<file path="src/hdl/tchc_div.sv">
`timescale 1ns / 1ps

module tchc_div #(
    parameter int DW = 48,
    parameter int VW = 17
) (
    input  logic                    clk,
    input  logic                    rst_n,
    input  logic                    start,
    input  logic [DW-1:0]           dividend,
    input  logic [VW-1:0]           divisor,
    input  logic [$clog2(DW+1)-1:0] steps,
    output logic                    busy,
    output logic                    done,
    output logic [DW-1:0]           quotient
);

    localparam int SW = $clog2(DW + 1);

    logic          busy_reg, busy_next;
    logic          done_reg, done_next;
    logic [SW-1:0] cnt_reg, cnt_next;
    logic [DW-1:0] dvd_reg, dvd_next;
    logic [DW-1:0] quo_reg, quo_next;
    logic [VW-1:0] rem_reg, rem_next;
    logic [VW-1:0] dsr_reg, dsr_next;
    logic [VW:0]   trial;
    logic [VW:0]   diff;

    // One quotient bit a cycle; the dividend is left aligned so that only
    // its meaningful top bits are walked.
    assign trial = {rem_reg, dvd_reg[DW-1]};
    assign diff  = trial - {1'b0, dsr_reg};

    always_comb
    begin
        busy_next = busy_reg;
        done_next = 1'b0;
        cnt_next  = cnt_reg;
        dvd_next  = dvd_reg;
        quo_next  = quo_reg;
        rem_next  = rem_reg;
        dsr_next  = dsr_reg;
        if (start)
        begin
            busy_next = 1'b1;
            cnt_next  = steps;
            dvd_next  = dividend;
            dsr_next  = divisor;
            quo_next  = '0;
            rem_next  = '0;
        end
        else if (busy_reg)
        begin
            dvd_next = {dvd_reg[DW-2:0], 1'b0};
            if (!diff[VW])
            begin
                rem_next = diff[VW-1:0];
                quo_next = {quo_reg[DW-2:0], 1'b1};
            end
            else
            begin
                rem_next = trial[VW-1:0];
                quo_next = {quo_reg[DW-2:0], 1'b0};
            end
            cnt_next = cnt_reg - SW'(1);
            if (cnt_reg == SW'(1))
            begin
                busy_next = 1'b0;
                done_next = 1'b1;
            end
        end
    end

    always_ff @(posedge clk or negedge rst_n)
    begin
        if (!rst_n)
        begin
            busy_reg <= 1'b0;
            done_reg <= 1'b0;
            cnt_reg  <= '0;
        end
        else
        begin
            busy_reg <= busy_next;
            done_reg <= done_next;
            cnt_reg  <= cnt_next;
        end
    end

    always_ff @(posedge clk)
    begin
        dvd_reg <= dvd_next;
        quo_reg <= quo_next;
        rem_reg <= rem_next;
        dsr_reg <= dsr_next;
    end

    assign busy     = busy_reg;
    assign done     = done_reg;
    assign quotient = quo_reg;

endmodule

</file>
<file path="config.mk">
export PLATFORM = sky130hd
export DESIGN_NAME = tchc_div
export DESIGN_NICKNAME = d
export VERILOG_FILES = /design/src/hdl/tchc_div.sv
export SDC_FILE = /design/constraint.sdc
export NUM_CORES = 1
export LEC_CHECK = 0
export ABC_AREA = 1
export BUFFER_PORTS_ARGS = -buffer_cell sky130_fd_sc_hd__buf_2
export CORE_MARGIN = 8
export CORE_UTILIZATION = 53
export DETAILED_ROUTE_END_ITERATION = 8
export PLACE_DENSITY = 0.77
export SYNTH_ARGS = -nofsm -noshare
export SYNTH_HDL_FRONTEND = slang
export SYNTH_SLANG_ARGS = --single-unit
</file>
<file path="constraint.sdc">
create_clock -name clk -period 2.8 [get_ports clk]
set_clock_uncertainty 0.1 [all_clocks]
set_input_delay 0.42 -clock clk [delete_from_list [all_inputs] [get_ports clk]]
set_output_delay 0.42 -clock clk [all_outputs]
set_load 0.02 [all_outputs]
</file>
* Word level (Yosys, flattened, before mapping) *
Index checks and enable logic that the tools add are counted.

storage, ports and cells
  bits in registers = 138
  input port bits = 74
  output and inout port bits = 50
  word-level logic and storage cells = 23

cells by class
  add/subtract/negate cells = 2
  eq/ne operators = 1
  mux-type cells = 12
  reductions and logical operators = 1

operators with widths
  operator             number
  $mux 48              2
  $sub 18x17->18       1
  $mux 17              1
  $mux 6               2
  $mux 1               7
  $eq 6x1->1 const B   1
  $sub 6x1->6 const B  1
  $reduce_bool 2->1    1

* Depth between registers and ports, before layout *
Gate-level depths: netlist of run 1.

  word-level depth = 4
  gate-level depth with buffers = 16

* Least setup slack after synthesis of run 1 *
Ideal clock, no wire load.

  kind = reg-to-reg
  start = reg busy_reg, in the netlist busy
  end = reg dvd_reg[0] (enable)
  setup time = 0.431 ns
  arrival time = 2.198 ns
  setup slack = 0.071 ns
  stages on the path, launching flop included = 4
  buffers on the path = 1
  cells stage by stage = dfrtp_1 -> nor2_1 -> clkinv_1 -> clkbuf_1

on the way
  cells in the longest elaborated chain, start to end = 1

RTL lines
  what                                line  RTL
  from (decl)                         20    logic busy_reg, busy_next;
  from (signal assigned)              85    busy_reg <= busy_next;
  $reduce_bool 2->1 (no source line)  n/a
  to (signal assigned)                93    dvd_reg <= dvd_next;
  to (decl)                           23    logic [DW-1:0] dvd_reg, dvd_next;

Every way passes these cells.
A chain may end at the register's enable or synchronous reset.

* Final worst setup path of run 1 *
  start = reg rem_reg[13]
  end = reg rem_reg[15]

on the way
  cells in the longest elaborated chain, start to end = 2

RTL lines
  what                    line  RTL
  from (decl)             25    logic [VW-1:0] rem_reg, rem_next;
  from (signal assigned)  95    rem_reg <= rem_next;
  $sub 18x17->18          33    assign diff = trial - {1'b0, dsr_reg};
  $mux 17                 56    if (!diff[VW])

Every way passes these cells.

==> results of run 1 <==
-- final cells by class --
cell class	instances	area [sq um]
clock buffers	26	563
clock inverters	6	46.3
fillers	999	4150
inverters	115	433
multi-input cells	488	2510
flip-flops and latches	138	3450
well taps	168	210
repair buffers	131	691
-- power breakdown --
| group | total, mW | switching (mW) | leakage [nW] | internal, mW |
|---|---|---|---|---|
| clock network | 2.24 | 0.847 | 0.303 | 1.40 |
| registers | 2.50 | 0.139 | 1.32 | 2.36 |
| logic | 1.76 | 1.13 | 2.33 | 0.631 |
-- placed cells by master, fill, tap and decap left out, types with 5 or more instances in the layout --
cell / Yosys / final
a21oi_1: 8 / 8
buf_2: 2 / 123
buf_4: 0 / 6
clkbuf_16: 0 / 20
dfrtp_1: 8 / 8
dfxtp_1: 65 / 65
edfxtp_1: 65 / 65
ha_1: 19 / 19
inv_1: 111 / 111
nand2_1: 293 / 293
nand3_1: 35 / 35
nand3_2: 17 / 17
nand4_1: 5 / 5
nor2_1: 21 / 21
o211ai_1: 5 / 5
o21ai_0: 5 / 5
o22ai_1: 46 / 46
xor2_1: 7 / 7
-- cells by family (layout without fill, tap and decap cells) --
| family | after synthesis | after routing | share of synthesized area |
|---|---|---|---|
| buf+inv | 144 | 278 | 0.0892 |
| flops | 138 | 138 | 0.527 |
| fa+ha+maj | 20 | 20 | 0.0394 |
| xor+xnor | 11 | 11 | 0.0147 |
| simple gates | 388 | 388 | 0.261 |
| compound gates | 69 | 69 | 0.0680 |
-- how the worst min path moves through the flow --
stage,to,slack (ns),cells after the start
after detailed placement,cnt_reg[4]$_DFFE_PN0P_,0.17,1
after global placement,cnt_reg[4]$_DFFE_PN0P_,0.17,1
final,dsr_reg[12]$_DFFE_PP_,0.07,1
after global routing,dsr_reg[3]$_DFFE_PP_,0.07,1
after CTS,dsr_reg[2]$_DFFE_PP_,0.06,1
after floorplan,busy$_DFF_PN0_,0.02,0
-- routing by layer --
| layer | GRT usage | wire length (um) | vias to the layer above |
|---|---|---|---|
| met5 | 0 | 0 | - |
| met4 | 0.0714 | 302 | 0 |
| met3 | 0.0649 | 977 | 28 |
| met2 | 0.321 | 7330 | 156 |
| met1 | 0.230 | 6560 | 2413 |
| li1 | - | - | 2717 |
-- critical path: cells and delay by family (launching register included) --
family,cells,cell delay (ns)
AND/OR/NAND/NOR,5,0.77
flip-flops,1,0.33
AO/OA/AOI/OAI,3,0.61
adder cells (fa/ha/maj),1,0.39
-- stage by stage --
| step | instance area [sq um] | power [mW] | cells | hold slack, ns |
|---|---|---|---|---|
| floorplan | 6550 | 3.90 | 770 | 0.0244 |
| global placement | 7290 | 4.23 | 1039 | 0.172 |
| detailed placement | 7290 | 4.26 | 1039 | 0.171 |
| CTS | 7910 | 6.52 | 1072 | 0.0612 |
| global route | 7910 | 6.88 | 1072 | 0.0675 |
| finish | 7910 | 6.50 | 1072 | 0.0738 |
-- synthesized netlist by cell type, types with 4 or more instances --
library cell / n
ha_1: 19
dfrtp_1: 8
o211ai_1: 5
nand3b_1: 4
nand4_1: 5
o21ai_0: 5
nand3_2: 17
nand2_1: 293
inv_1: 111
dfxtp_1: 65
xnor2_1: 4
nor2_1: 21
clkbuf_1: 20
a21oi_1: 8
nand3_1: 35
nand2_4: 4
edfxtp_1: 65
buf_6: 4
xor2_1: 7
o22ai_1: 46
==> tab_implementation.tex, run 1 <==
\begin{tabular}{lr}
\hline
Metric & Value \\
\hline
\multicolumn{2}{l}{\textbf{Worst setup path}} \\
Required time of the worst setup path & just over 3 ns \\
Worst flop-to-flop path endpoint & rem\_reg[15]\$\_SDFFE\_PP0P\_ \\
Kind of capture point of the worst setup path & flop \\
Register-to-register setup slack & 0.48 ns \\
Cell breakdown of the critical path & ha\_1, a21oi\_1, o21ai\_1, a21oi\_4, nand3\_2, nand3\_1, nand2\_1, nand2\_1, nand2\_1 \\
End point of the critical path & rem\_reg[15]\$\_SDFFE\_PP0P\_ \\
Startpoint of the most critical register-to-register path & rem\_reg[13]\$\_SDFFE\_PP0P\_ \\
Most frequent cell on the critical path & nand2\_1 \\
Type of the setup path with the least slack & flop to flop \\
Nature of the critical path startpoint & flop \\
CP arrival & 2.53 ns \\
Origin of the worst setup path & rem\_reg[13]\$\_SDFFE\_PP0P\_ \\
Number of cell instances on the worst register-to-register path & 9 \\
Largest stage delay on the critical path & between 0.3 and 0.4 ns \\
Maximum fanout along the worst path & 13 \\
Cell with the largest stage delay on the worst path & ha\_1 \\
\multicolumn{2}{l}{\textbf{Final layout}} \\
Layout cells sized above 1 & 0.215 \\
Area grow syn2layout & 20.7\% \\
Finished Core Util & 0.656 \\
Antenna Cells & 0 \\
Number of nets in the layout & slightly below 1k \\
\multicolumn{2}{l}{\textbf{Floorplan}} \\
Ports & 124 \\
DIE HEIGHT & $\sim$130 um \\
DIE AREA & $\sim$16000 sq um \\
Row count & 40 \\
Overall die width & between 100 and 150 um \\
Core area & 12100 sq um \\
Starting density of the core & 0.543 \\
\multicolumn{2}{l}{\textbf{Timing}} \\
Worst Tran Pin Value & slightly below 0.6 ns \\
Achievable clock frequency & 432 MHz \\
Final clock period utilization by the worst path & 0.827 \\
Slew Limit Headroom & 0.607 \\
RSZ-0062 raised after global routing & false \\
Tmin final & 2.32 ns \\
Final number of hold-violating endpoints & 0 \\
Setup slack of the critical path after layout & 0.484 ns \\
Finish-stage setup viols & 0 \\
TNS Setup & 0 ns \\
Max Transition Viols Final & 0 \\
\multicolumn{2}{l}{\textbf{CTS}} \\
Setup repair bufs after CTS & 0 \\
Count of hold-fix buffers inserted at cts & 1 \\
Clock transition at the registers of the reported paths & around 0.06 ns \\
Number of buffers on the longest clock path & 2 \\
Number of buffers created by CTS & 17 \\
Resized cells post-CTS & 0 \\
TritonCTS sink count & 138 \\
Depth of the CTS H-tree & 4 \\
Clock tree from TritonCTS & done \\
CTS root buffer & clkbuf\_16 \\
Source-to-sink clock delay at the later pin of the worst-skew pair & 0.42 ns \\
\multicolumn{2}{l}{\textbf{Placement}} \\
Post-placement setup slack & approximately 0.55 ns \\
Final weighted congestion of routability-driven global placement & 0.874 \\
Number of port buffers & 123 \\
DPL Wire Length & around 10 mm \\
\multicolumn{2}{l}{\textbf{Logic synthesis}} \\
Cells after Synth & 770 \\
Synthesized netlist net count & around 860 \\
Library cell with the largest summed area after synthesis & edfxtp\_1 \\
Post-synth design cell area & 6550 sq um \\
Synthesized area per cell & approximately 8.5 sq um \\
Count of distinct cell types in the synthesized netlist & 37 \\
Warning count from the yosys run & 0 \\
Primary FF master, synth & edfxtp\_1 \\
Number of enable-type register cells in the synthesized netlist & 65 \\
Synth async-reset ratio & 0.0580 \\
Register area share after synthesis & 0.527 \\
Flip-flop and latch count after synthesis & 138 \\
Most area-consuming cells after synthesis & edfxtp\_1, dfxtp\_1, nand2\_1, inv\_1, o22ai\_1 \\
Top-area cell type share of the netlist area & 0.298 \\
\multicolumn{2}{l}{\textbf{Job}} \\
Max-capacitance violation count & 0 \\
\multicolumn{2}{l}{\textbf{Pwr}} \\
Reported leakage power & 3.95 nW \\
Worst ir drop on vdd & 0.493 mV \\
Power per cell area & around 820 nW/um\^{}2 \\
\multicolumn{2}{l}{\textbf{Detailed routing}} \\
DRC violation count after routing & 0 \\
Detailed-route via count & 5314 \\
Via-per-instance ratio & between 4 and 5 \\
Wire per inst & 14.2 um \\
Total length of routed wires & 15.2 mm \\
Number of antenna-violating nets in the routed design & 0 \\
First-pass DRT Iterations & 5 \\
Number of DRC violations after detailed-routing iteration 0 & around 330 \\
\multicolumn{2}{l}{\textbf{Global routing}} \\
Initial antenna violation count & 0 \\
Sum of overflow across all layers after global routing & 0 \\
Via count of the first global-routing pass & around 5.5k \\
Largest net degree at the start of global routing & 60 \\
GRT Resource Usage Total & 0.194 \\
First-pass GRT wire length & 25.5 mm \\
\multicolumn{2}{l}{\textbf{Worst hold path}} \\
Startpoint of the worst hold path & divisor[12] \\
Class of the tightest hold or removal check & input port to flop \\
\multicolumn{2}{l}{\textbf{Status}} \\
Result of the run & finished, final reports clean \\
\hline
\end{tabular}
Power figures use the tool's default switching activity.
==> run 2: changes to the inputs <==
- clock period: 2.8 -> 2.25 ns (I/O delays scaled with it)
==> run 2 against run 1 <==
Net effect: sequential cell count unchanged; via count increased by 2.3%; final cell count increased by 3.1%; hold slack got worse by 0.041 ns; die area unchanged; sequential share of layout area decreased by 1.7 points; total power increased by 26%; cell area increased by 4.0%; utilization increased by 2.6 points; first-iteration DRC count decreased by 7.7%; register-to-register slack got worse by 0.36 ns.
==> tab_implementation.tex, run 2 (same netlist as run 1, synthesis figures left out) <==
\begin{tabular}{lr}
\hline
Metric & Value \\
\hline
\multicolumn{2}{l}{\textbf{Final layout}} \\
Commonest cells after routing, fill and taps aside & nand2\_1, buf\_2, inv\_1, edfxtp\_1, dfxtp\_1 \\
Number of nets in the layout & 1018 (+3.4\%) \\
Antenna Cells & 0 (unchanged) \\
Most common cell after layout, fill and taps aside & nand2\_1 \\
Layout cells sized above 1 & 0.233 (+0.0181) \\
Finished Core Util & 0.682 (+0.0259) \\
Fin area & 8220 sq um (+4.0\%) \\
Area grow syn2layout & 25.5\% \\
Fillcell total & 954 (-4.5\%) \\
\multicolumn{2}{l}{\textbf{Worst setup path}} \\
CP arrival & 2.35 ns (-0.18 ns) \\
Required time of the worst setup path & 2.47 ns (-0.55 ns) \\
Cell with the largest stage delay on the worst path & ha\_1 \\
Nature of the critical path startpoint & flop \\
Most frequent cell on the critical path & nand2\_1 \\
Type of the setup path with the least slack & flop to flop \\
Largest stage delay on the critical path & 0.33 ns (-0.06 ns) \\
Maximum fanout along the worst path & 10 (-3) \\
Cell breakdown of the critical path & inv\_1, ha\_1, nand2\_1, nand2\_1, nand2\_1, nand2\_1, a21oi\_4, nand3\_4, buf\_4, nand3\_2, nand2\_1, nand2\_1, nand2\_1 \\
Kind of capture point of the worst setup path & flop \\
\multicolumn{2}{l}{\textbf{Detailed routing}} \\
Via-per-instance ratio & 4.92 (-0.72\%) \\
First-pass DRT Iterations & 5 (unchanged) \\
Top routing layer in use & met4 \\
Number of DRC violations after detailed-routing iteration 0 & 300 (-7.7\%) \\
Wire per inst & 13.6 um (-3.8\%) \\
Total length of routed wires & 15.0 mm (-0.81\%) \\
Number of antenna-violating nets in the routed design & 0 (unchanged) \\
Sum of met3 wire segment lengths after detailed routing & 733 um (-25\%) \\
DRC violation count after routing & 0 (unchanged) \\
Routed length on met2 & 7.28 mm (-0.72\%) \\
Detailed-route via count & 5438 (+2.3\%) \\
Routed metal-1 wirelength & 6.75 mm (+2.9\%) \\
\multicolumn{2}{l}{\textbf{Timing}} \\
Max Transition Viols Final & 0 (unchanged) \\
Final clock period utilization by the worst path & 0.946 (+0.119) \\
Achievable clock frequency & 470 MHz (+8.8\%) \\
Finish-stage setup viols & 0 (unchanged) \\
Tmin final & 2.13 ns (-0.187 ns) \\
Slew Limit Headroom & 0.589 (-0.0176) \\
Final number of hold-violating endpoints & 0 (unchanged) \\
RSZ-0062 raised after global routing & true \\
Worst Tran Pin Value & 0.617 ns (+0.0264 ns) \\
\multicolumn{2}{l}{\textbf{Floorplan}} \\
DIE HEIGHT & 127 um (unchanged) \\
Row count & 40 (unchanged) \\
Overall die width & 127 um (unchanged) \\
Starting density of the core & 0.543 (unchanged) \\
DIE AREA & 16200 sq um (unchanged) \\
Ports & 124 (unchanged) \\
Core area & 12100 sq um (unchanged) \\
\multicolumn{2}{l}{\textbf{Job}} \\
Max-capacitance violation count & 0 (unchanged) \\
\multicolumn{2}{l}{\textbf{Status}} \\
Result of the run & finished, final reports clean \\
\multicolumn{2}{l}{\textbf{Global routing}} \\
First-pass GRT wire length & 25.0 mm (-1.8\%) \\
Initial antenna violation count & 0 (unchanged) \\
Largest net degree at the start of global routing & 72 (+20\%) \\
Sum of overflow across all layers after global routing & 0 (unchanged) \\
Via count of the first global-routing pass & 5295 (-3.4\%) \\
GRT Resource Usage Total & 0.191 (-0.00283) \\
\multicolumn{2}{l}{\textbf{CTS}} \\
TritonCTS sink count & 138 (unchanged) \\
Depth of the CTS H-tree & 4 (unchanged) \\
Number of buffers created by CTS & 17 (unchanged) \\
Clock tree from TritonCTS & done \\
Source-to-sink clock delay at the later pin of the worst-skew pair & 0.43 ns (about the same) \\
CTS root buffer & clkbuf\_16 \\
Number of buffers on the longest clock path & 2 (unchanged) \\
Clock transition at the registers of the reported paths & 0.06 ns (about the same) \\
\multicolumn{2}{l}{\textbf{Pwr}} \\
Power per cell area & 998 nW/um\^{}2 (+21\%) \\
Fraction of power spent switching nets & 0.331 (+0.00519) \\
Cell Int Power & 5.49 mW (+25\%) \\
Combinational fraction of design power & 0.292 (+0.021) \\
Worst ir drop on vdd & 0.565 mV (+15\%) \\
Portion of total power attributed to the clock network & 0.330 (-0.015) \\
Reported leakage power & 4.10 nW (+3.7\%) \\
Switching component of the power & 2.71 mW (+28\%) \\
Sequential Power Share & 0.379 (-0.005) \\
\multicolumn{2}{l}{\textbf{Placement}} \\
Final weighted congestion of routability-driven global placement & 0.890 (+1.8\%) \\
DPL Wire Length & 10.5 mm (+1.8\%) \\
Number of port buffers & 123 (unchanged) \\
Total placed instance area & 7410 sq um (+1.6\%) \\
\multicolumn{2}{l}{\textbf{Worst hold path}} \\
Class of the tightest hold or removal check & input port to flop \\
\hline
\end{tabular}
## run 2: cell count changes in the layout (fill, tap and decap cells not counted), sizes merged
cell	previous run	this run
buf	130	146
clkbuf	26	22
clkinv	5	6
clkinvlp	0	1
dlygate4sd3	1	18
inv	116	118
## run 2: power by group through the flow
| stage | clock network, mW | registers (mW) | logic [mW] |
|---|---|---|---|
| floorplan | 0 | 3.14 | 1.72 |
| global placement | 0 | 3.14 | 2.25 |
| detailed placement | 0 | 3.15 | 2.28 |
| CTS | 2.74 | 3.11 | 2.32 |
| global route | 2.85 | 3.14 | 2.68 |
| finish | 2.70 | 3.11 | 2.39 |
## run 2: critical path, delay by kind of cell, from the launching register on
kind	cells	cell delay, ns
flops	1	0.32
buf+inv	2	0.25
fa+ha+maj	1	0.33
compound gates	1	0.27
simple gates	9	0.75
## run 2: area by class of cell
type                       count  area, sq um  share of cell area
clock buffer                  22          505              0.0615
sequential                   138         3450               0.420
inverter                     115          433              0.0527
tap                          168          210              0.0256
clock inverter                10         78.8             0.00959
multi-input combinational    488         2550               0.310
timing repair buffer         164          993               0.121
## run 2: worst paths after layout
check | from | endpoint | slack (ns) | cells past startpoint
worst max-delay path | dsr_reg[10]$_DFFE_PP_ | rem_reg[7]$_SDFFE_PP0P_ | 0.12 | 13
worst min-delay path | steps[1] | cnt_reg[1]$_DFFE_PN0P_ | 0.03 | 3
worst max register to register | dsr_reg[10]$_DFFE_PP_ | rem_reg[7]$_SDFFE_PP0P_ | 0.12 | 13
worst min register to register | quotient[47]$_SDFFE_PP0P_ | quotient[47]$_SDFFE_PP0P_ | 0.37 | 2
max in group asynchronous | rst_n | cnt_reg[2]$_DFFE_PN0P_ | 1.67 | 2
min in group asynchronous | rst_n | done$_DFF_PN0_ | 0.21 | 2
## run 2: stage by stage
stage	hold slack (ns)	total power, mW	setup WS, ns	TNS (ns)	std cells
after floorplan	-0.0581	4.86	0.274	0	770
after global placement	0.0903	5.39	0.105	0	1053
after detailed placement	0.0885	5.43	0.0563	0	1053
after CTS	0.0189	8.17	0.0110	0	1103
after global routing	0.0350	8.67	-0.0307	-0.126	1105
final	0.0329	8.20	0.121	0	1105
## run 2: layer usage
layer  global-route usage  up-vias
met5                    0        -
met4               0.0749        0
met3               0.0603       22
met2                0.311      123
met1                0.232     2510
li1                     -     2783
## run 2: what timing repair did
item	4_1_cts	5_1_grt
setup buffers	0	2
resized for setup	0	8
hold endpoints to repair	25	0
hold buffers	18	0
setup endpoints to repair	0	16
==> run 3: changes to the inputs <==
- CORE_UTILIZATION: 53 -> 30
- PLACE_DENSITY: 0.77 -> not set
==> run 3 against run 2 <==
Net effect: clock power rose by 5%; setup slack improved by 0.011 ns; count of clock-buffer cells in the layout fell by 4; cell area rose by 5.0%; sequential share of layout area fell by 2.0 points; sequential cell count did not move.
==> tab_implementation.tex, run 3 (same netlist as run 1, synthesis figures left out) <==
\begin{tabular}{lr}
\hline
Metric & Value \\
\hline
\multicolumn{2}{l}{\textbf{Global routing}} \\
Via count of the first global-routing pass & 5255 (-0.76\%) \\
First-pass GRT wire length & 26.5 mm (+5.8\%) \\
Most Crowded Layer GR & met2 \\
Sum of overflow across all layers after global routing & 0 (unchanged) \\
Global-route track usage on met3 & 0.0303 (-0.0300) \\
Largest net degree at the start of global routing & 52 (-28\%) \\
Global-route met1 utilization & 0.158 (-0.0737) \\
Initial antenna violation count & 0 (unchanged) \\
Grt met2 use & 0.199 (-0.112) \\
GRT Resource Usage Total & 0.123 (-0.0682) \\
\multicolumn{2}{l}{\textbf{Timing}} \\
Worst Tran Pin Value & 0.512 ns (-0.104 ns) \\
TNS Setup & 0 ns (unchanged) \\
Final number of hold-violating endpoints & 0 (unchanged) \\
Final clock period utilization by the worst path & 0.941 (-0.00489) \\
Tmin final & 2.12 ns (-0.0110 ns) \\
Hold\_ws & 0.0485 ns (+0.0157 ns) \\
Max Transition Viols Final & 0 (unchanged) \\
Slew Limit Headroom & 0.658 (+0.0695) \\
Achievable clock frequency & 472 MHz (+0.52\%) \\
Finish-stage setup viols & 0 (unchanged) \\
\multicolumn{2}{l}{\textbf{Final layout}} \\
Commonest cells after routing, fill and taps aside & nand2\_1, buf\_2, inv\_1, edfxtp\_1, dfxtp\_1 \\
Number of nets in the layout & 1031 (+1.3\%) \\
Fin area & 8630 sq um (+5.0\%) \\
Most common cell after layout, fill and taps aside & nand2\_1 \\
Area grow syn2layout & 31.8\% \\
Layout cells sized above 1 & 0.257 (+0.0242) \\
Antenna Cells & 0 (unchanged) \\
\multicolumn{2}{l}{\textbf{Detailed routing}} \\
Wire per inst & 13.4 um (-1.7\%) \\
First-pass DRT Iterations & 4 (-1) \\
Number of DRC violations after detailed-routing iteration 0 & 336 (+12\%) \\
Number of antenna-violating nets in the routed design & 0 (unchanged) \\
Via-per-instance ratio & 4.41 (-10\%) \\
Total length of routed wires & 16.5 mm (+9.5\%) \\
DRC violation count after routing & 0 (unchanged) \\
Detailed-route via count & 5428 (-0.18\%) \\
\multicolumn{2}{l}{\textbf{Placement}} \\
Final weighted congestion of routability-driven global placement & 0.858 (-3.6\%) \\
Number of port buffers & 123 (unchanged) \\
Total placed instance area & 7610 sq um (+2.7\%) \\
DPL Wire Length & 11.8 mm (+12\%) \\
\multicolumn{2}{l}{\textbf{Floorplan}} \\
Row count & 54 (+35\%) \\
Overall die width & 164 um (+29\%) \\
Starting density of the core & 0.303 (-0.240) \\
Ports & 124 (unchanged) \\
DIE HEIGHT & 164 um (+29\%) \\
DIE AREA & 26800 sq um (+66\%) \\
Core area & 21600 sq um (+79\%) \\
\multicolumn{2}{l}{\textbf{Worst setup path}} \\
Register-to-register setup slack & 0.13 ns (about the same) \\
Required time of the worst setup path & 2.45 ns (-0.02 ns) \\
Maximum fanout along the worst path & 6 (-4) \\
Type of the setup path with the least slack & flop to flop \\
Cell with the largest stage delay on the worst path & edfxtp\_1 \\
Most frequent cell on the critical path & nand2\_1 \\
CP arrival & 2.32 ns (-0.03 ns) \\
Cell breakdown of the critical path & inv\_1, ha\_4, nand2\_1, inv\_2, nand2\_2, nor3\_4, nand2\_8, nand2\_8, nand2\_8, buf\_4, nand3\_2, nand2\_1, nand2\_1, nand2\_1 \\
Largest stage delay on the critical path & 0.32 ns (about the same) \\
Kind of capture point of the worst setup path & flop \\
Nature of the critical path startpoint & flop \\
\multicolumn{2}{l}{\textbf{CTS}} \\
Source-to-sink clock delay at the later pin of the worst-skew pair & 0.41 ns (-0.02 ns) \\
Number of buffers on the longest clock path & 2 (unchanged) \\
TritonCTS sink count & 138 (unchanged) \\
Clock tree from TritonCTS & done \\
Clock transition at the registers of the reported paths & 0.06 ns (about the same) \\
CTS root buffer & clkbuf\_16 \\
Number of buffers created by CTS & 17 (unchanged) \\
Depth of the CTS H-tree & 4 (unchanged) \\
\multicolumn{2}{l}{\textbf{Status}} \\
Result of the run & finished, final reports clean \\
\multicolumn{2}{l}{\textbf{Pwr}} \\
Reported leakage power & 4.15 nW (+1.2\%) \\
Worst ir drop on vdd & 0.483 mV (-15\%) \\
Power per cell area & 1010 nW/um\^{}2 (+0.92\%) \\
\multicolumn{2}{l}{\textbf{Worst hold path}} \\
Class of the tightest hold or removal check & input port to flop \\
\multicolumn{2}{l}{\textbf{Job}} \\
Max-capacitance violation count & 0 (unchanged) \\
\hline
\end{tabular}
## run 3: cell types whose count changed in the layout (fill, tap and decap cells not counted), sizes merged
| cell | previous run | this run |
|---|---|---|
| buf | 146 | 158 |
| inv | 118 | 123 |
| clkbuf | 22 | 18 |
| bufinv | 0 | 2 |
| clkinv | 6 | 4 |
| clkinvlp | 1 | 0 |
| nand2 | 300 | 301 |
## run 3: path summary, 6_finish.rpt
| check | start | to | cells past startpoint |
|---|---|---|---|
| setup / recovery | dsr_reg[10]$_DFFE_PP_ | rem_reg[10]$_SDFFE_PP0P_ | 14 |
| hold / removal | steps[1] | cnt_reg[1]$_DFFE_PN0P_ | 3 |
| setup reg to reg | dsr_reg[10]$_DFFE_PP_ | rem_reg[10]$_SDFFE_PP0P_ | 14 |
| hold reg to reg | rem_reg[15]$_SDFFE_PP0P_ | rem_reg[15]$_SDFFE_PP0P_ | 2 |
| max in group asynchronous | rst_n | cnt_reg[3]$_DFFE_PN0P_ | 2 |
| min in group asynchronous | rst_n | cnt_reg[2]$_DFFE_PN0P_ | 2 |
## run 3: layout make-up
class                      count  area (sq um)
tap                          280           350
fill                        2216         13000
multi-input combinational    489          2680
timing repair buffer         176          1120
clock buffer                  18           439
sequential                   138          3450
inverter                     115           433
clock inverter                14           154
## run 3: critical path: cells and delay by family, from the launching register on
family / cells / cell delay (ns)
AND/OR/NAND/NOR: 10 / 1.00
buffers and inverters: 3 / 0.29
flip-flops: 1 / 0.32
adder cells (fa/ha/maj): 1 / 0.29
## run 3: repair_timing
item,4_1_cts,5_1_grt
setup buffers,0,9
hold endpoints to repair,25,0
hold buffers,18,0
gates resized for setup,0,31
setup endpoints to repair,0,18
## run 3: per-layer routing
| metal | vias to the layer above | wire length, um | share of wire |
|---|---|---|---|
| met5 | - | 0 | 0 |
| met4 | 0 | 282 | 0.017 |
| met3 | 15 | 706 | 0.043 |
| met2 | 121 | 7830 | 0.48 |
| met1 | 2485 | 7650 | 0.46 |
| li1 | 2807 | - | - |
## run 3: stage by stage
step	worst slack, ns	cells	utilization	power, mW
finish	0.132	1230	0.399	8.70
detailed placement	0.0220	1170	0.352	5.56
global placement	0.0359	1170	0.352	5.55
CTS	0.00722	1220	0.388	8.46
global route	-0.00438	1230	0.399	9.26
floorplan	0.274	770	-	4.86
## run 3: power by group
group,leakage [nW],total (mW),internal (mW),switching (mW)
registers,1.32,3.14,2.93,0.202
logic,2.53,2.72,1.18,1.54
clock network,0.300,2.84,1.69,1.15
total,4.15,8.70,5.80,2.89
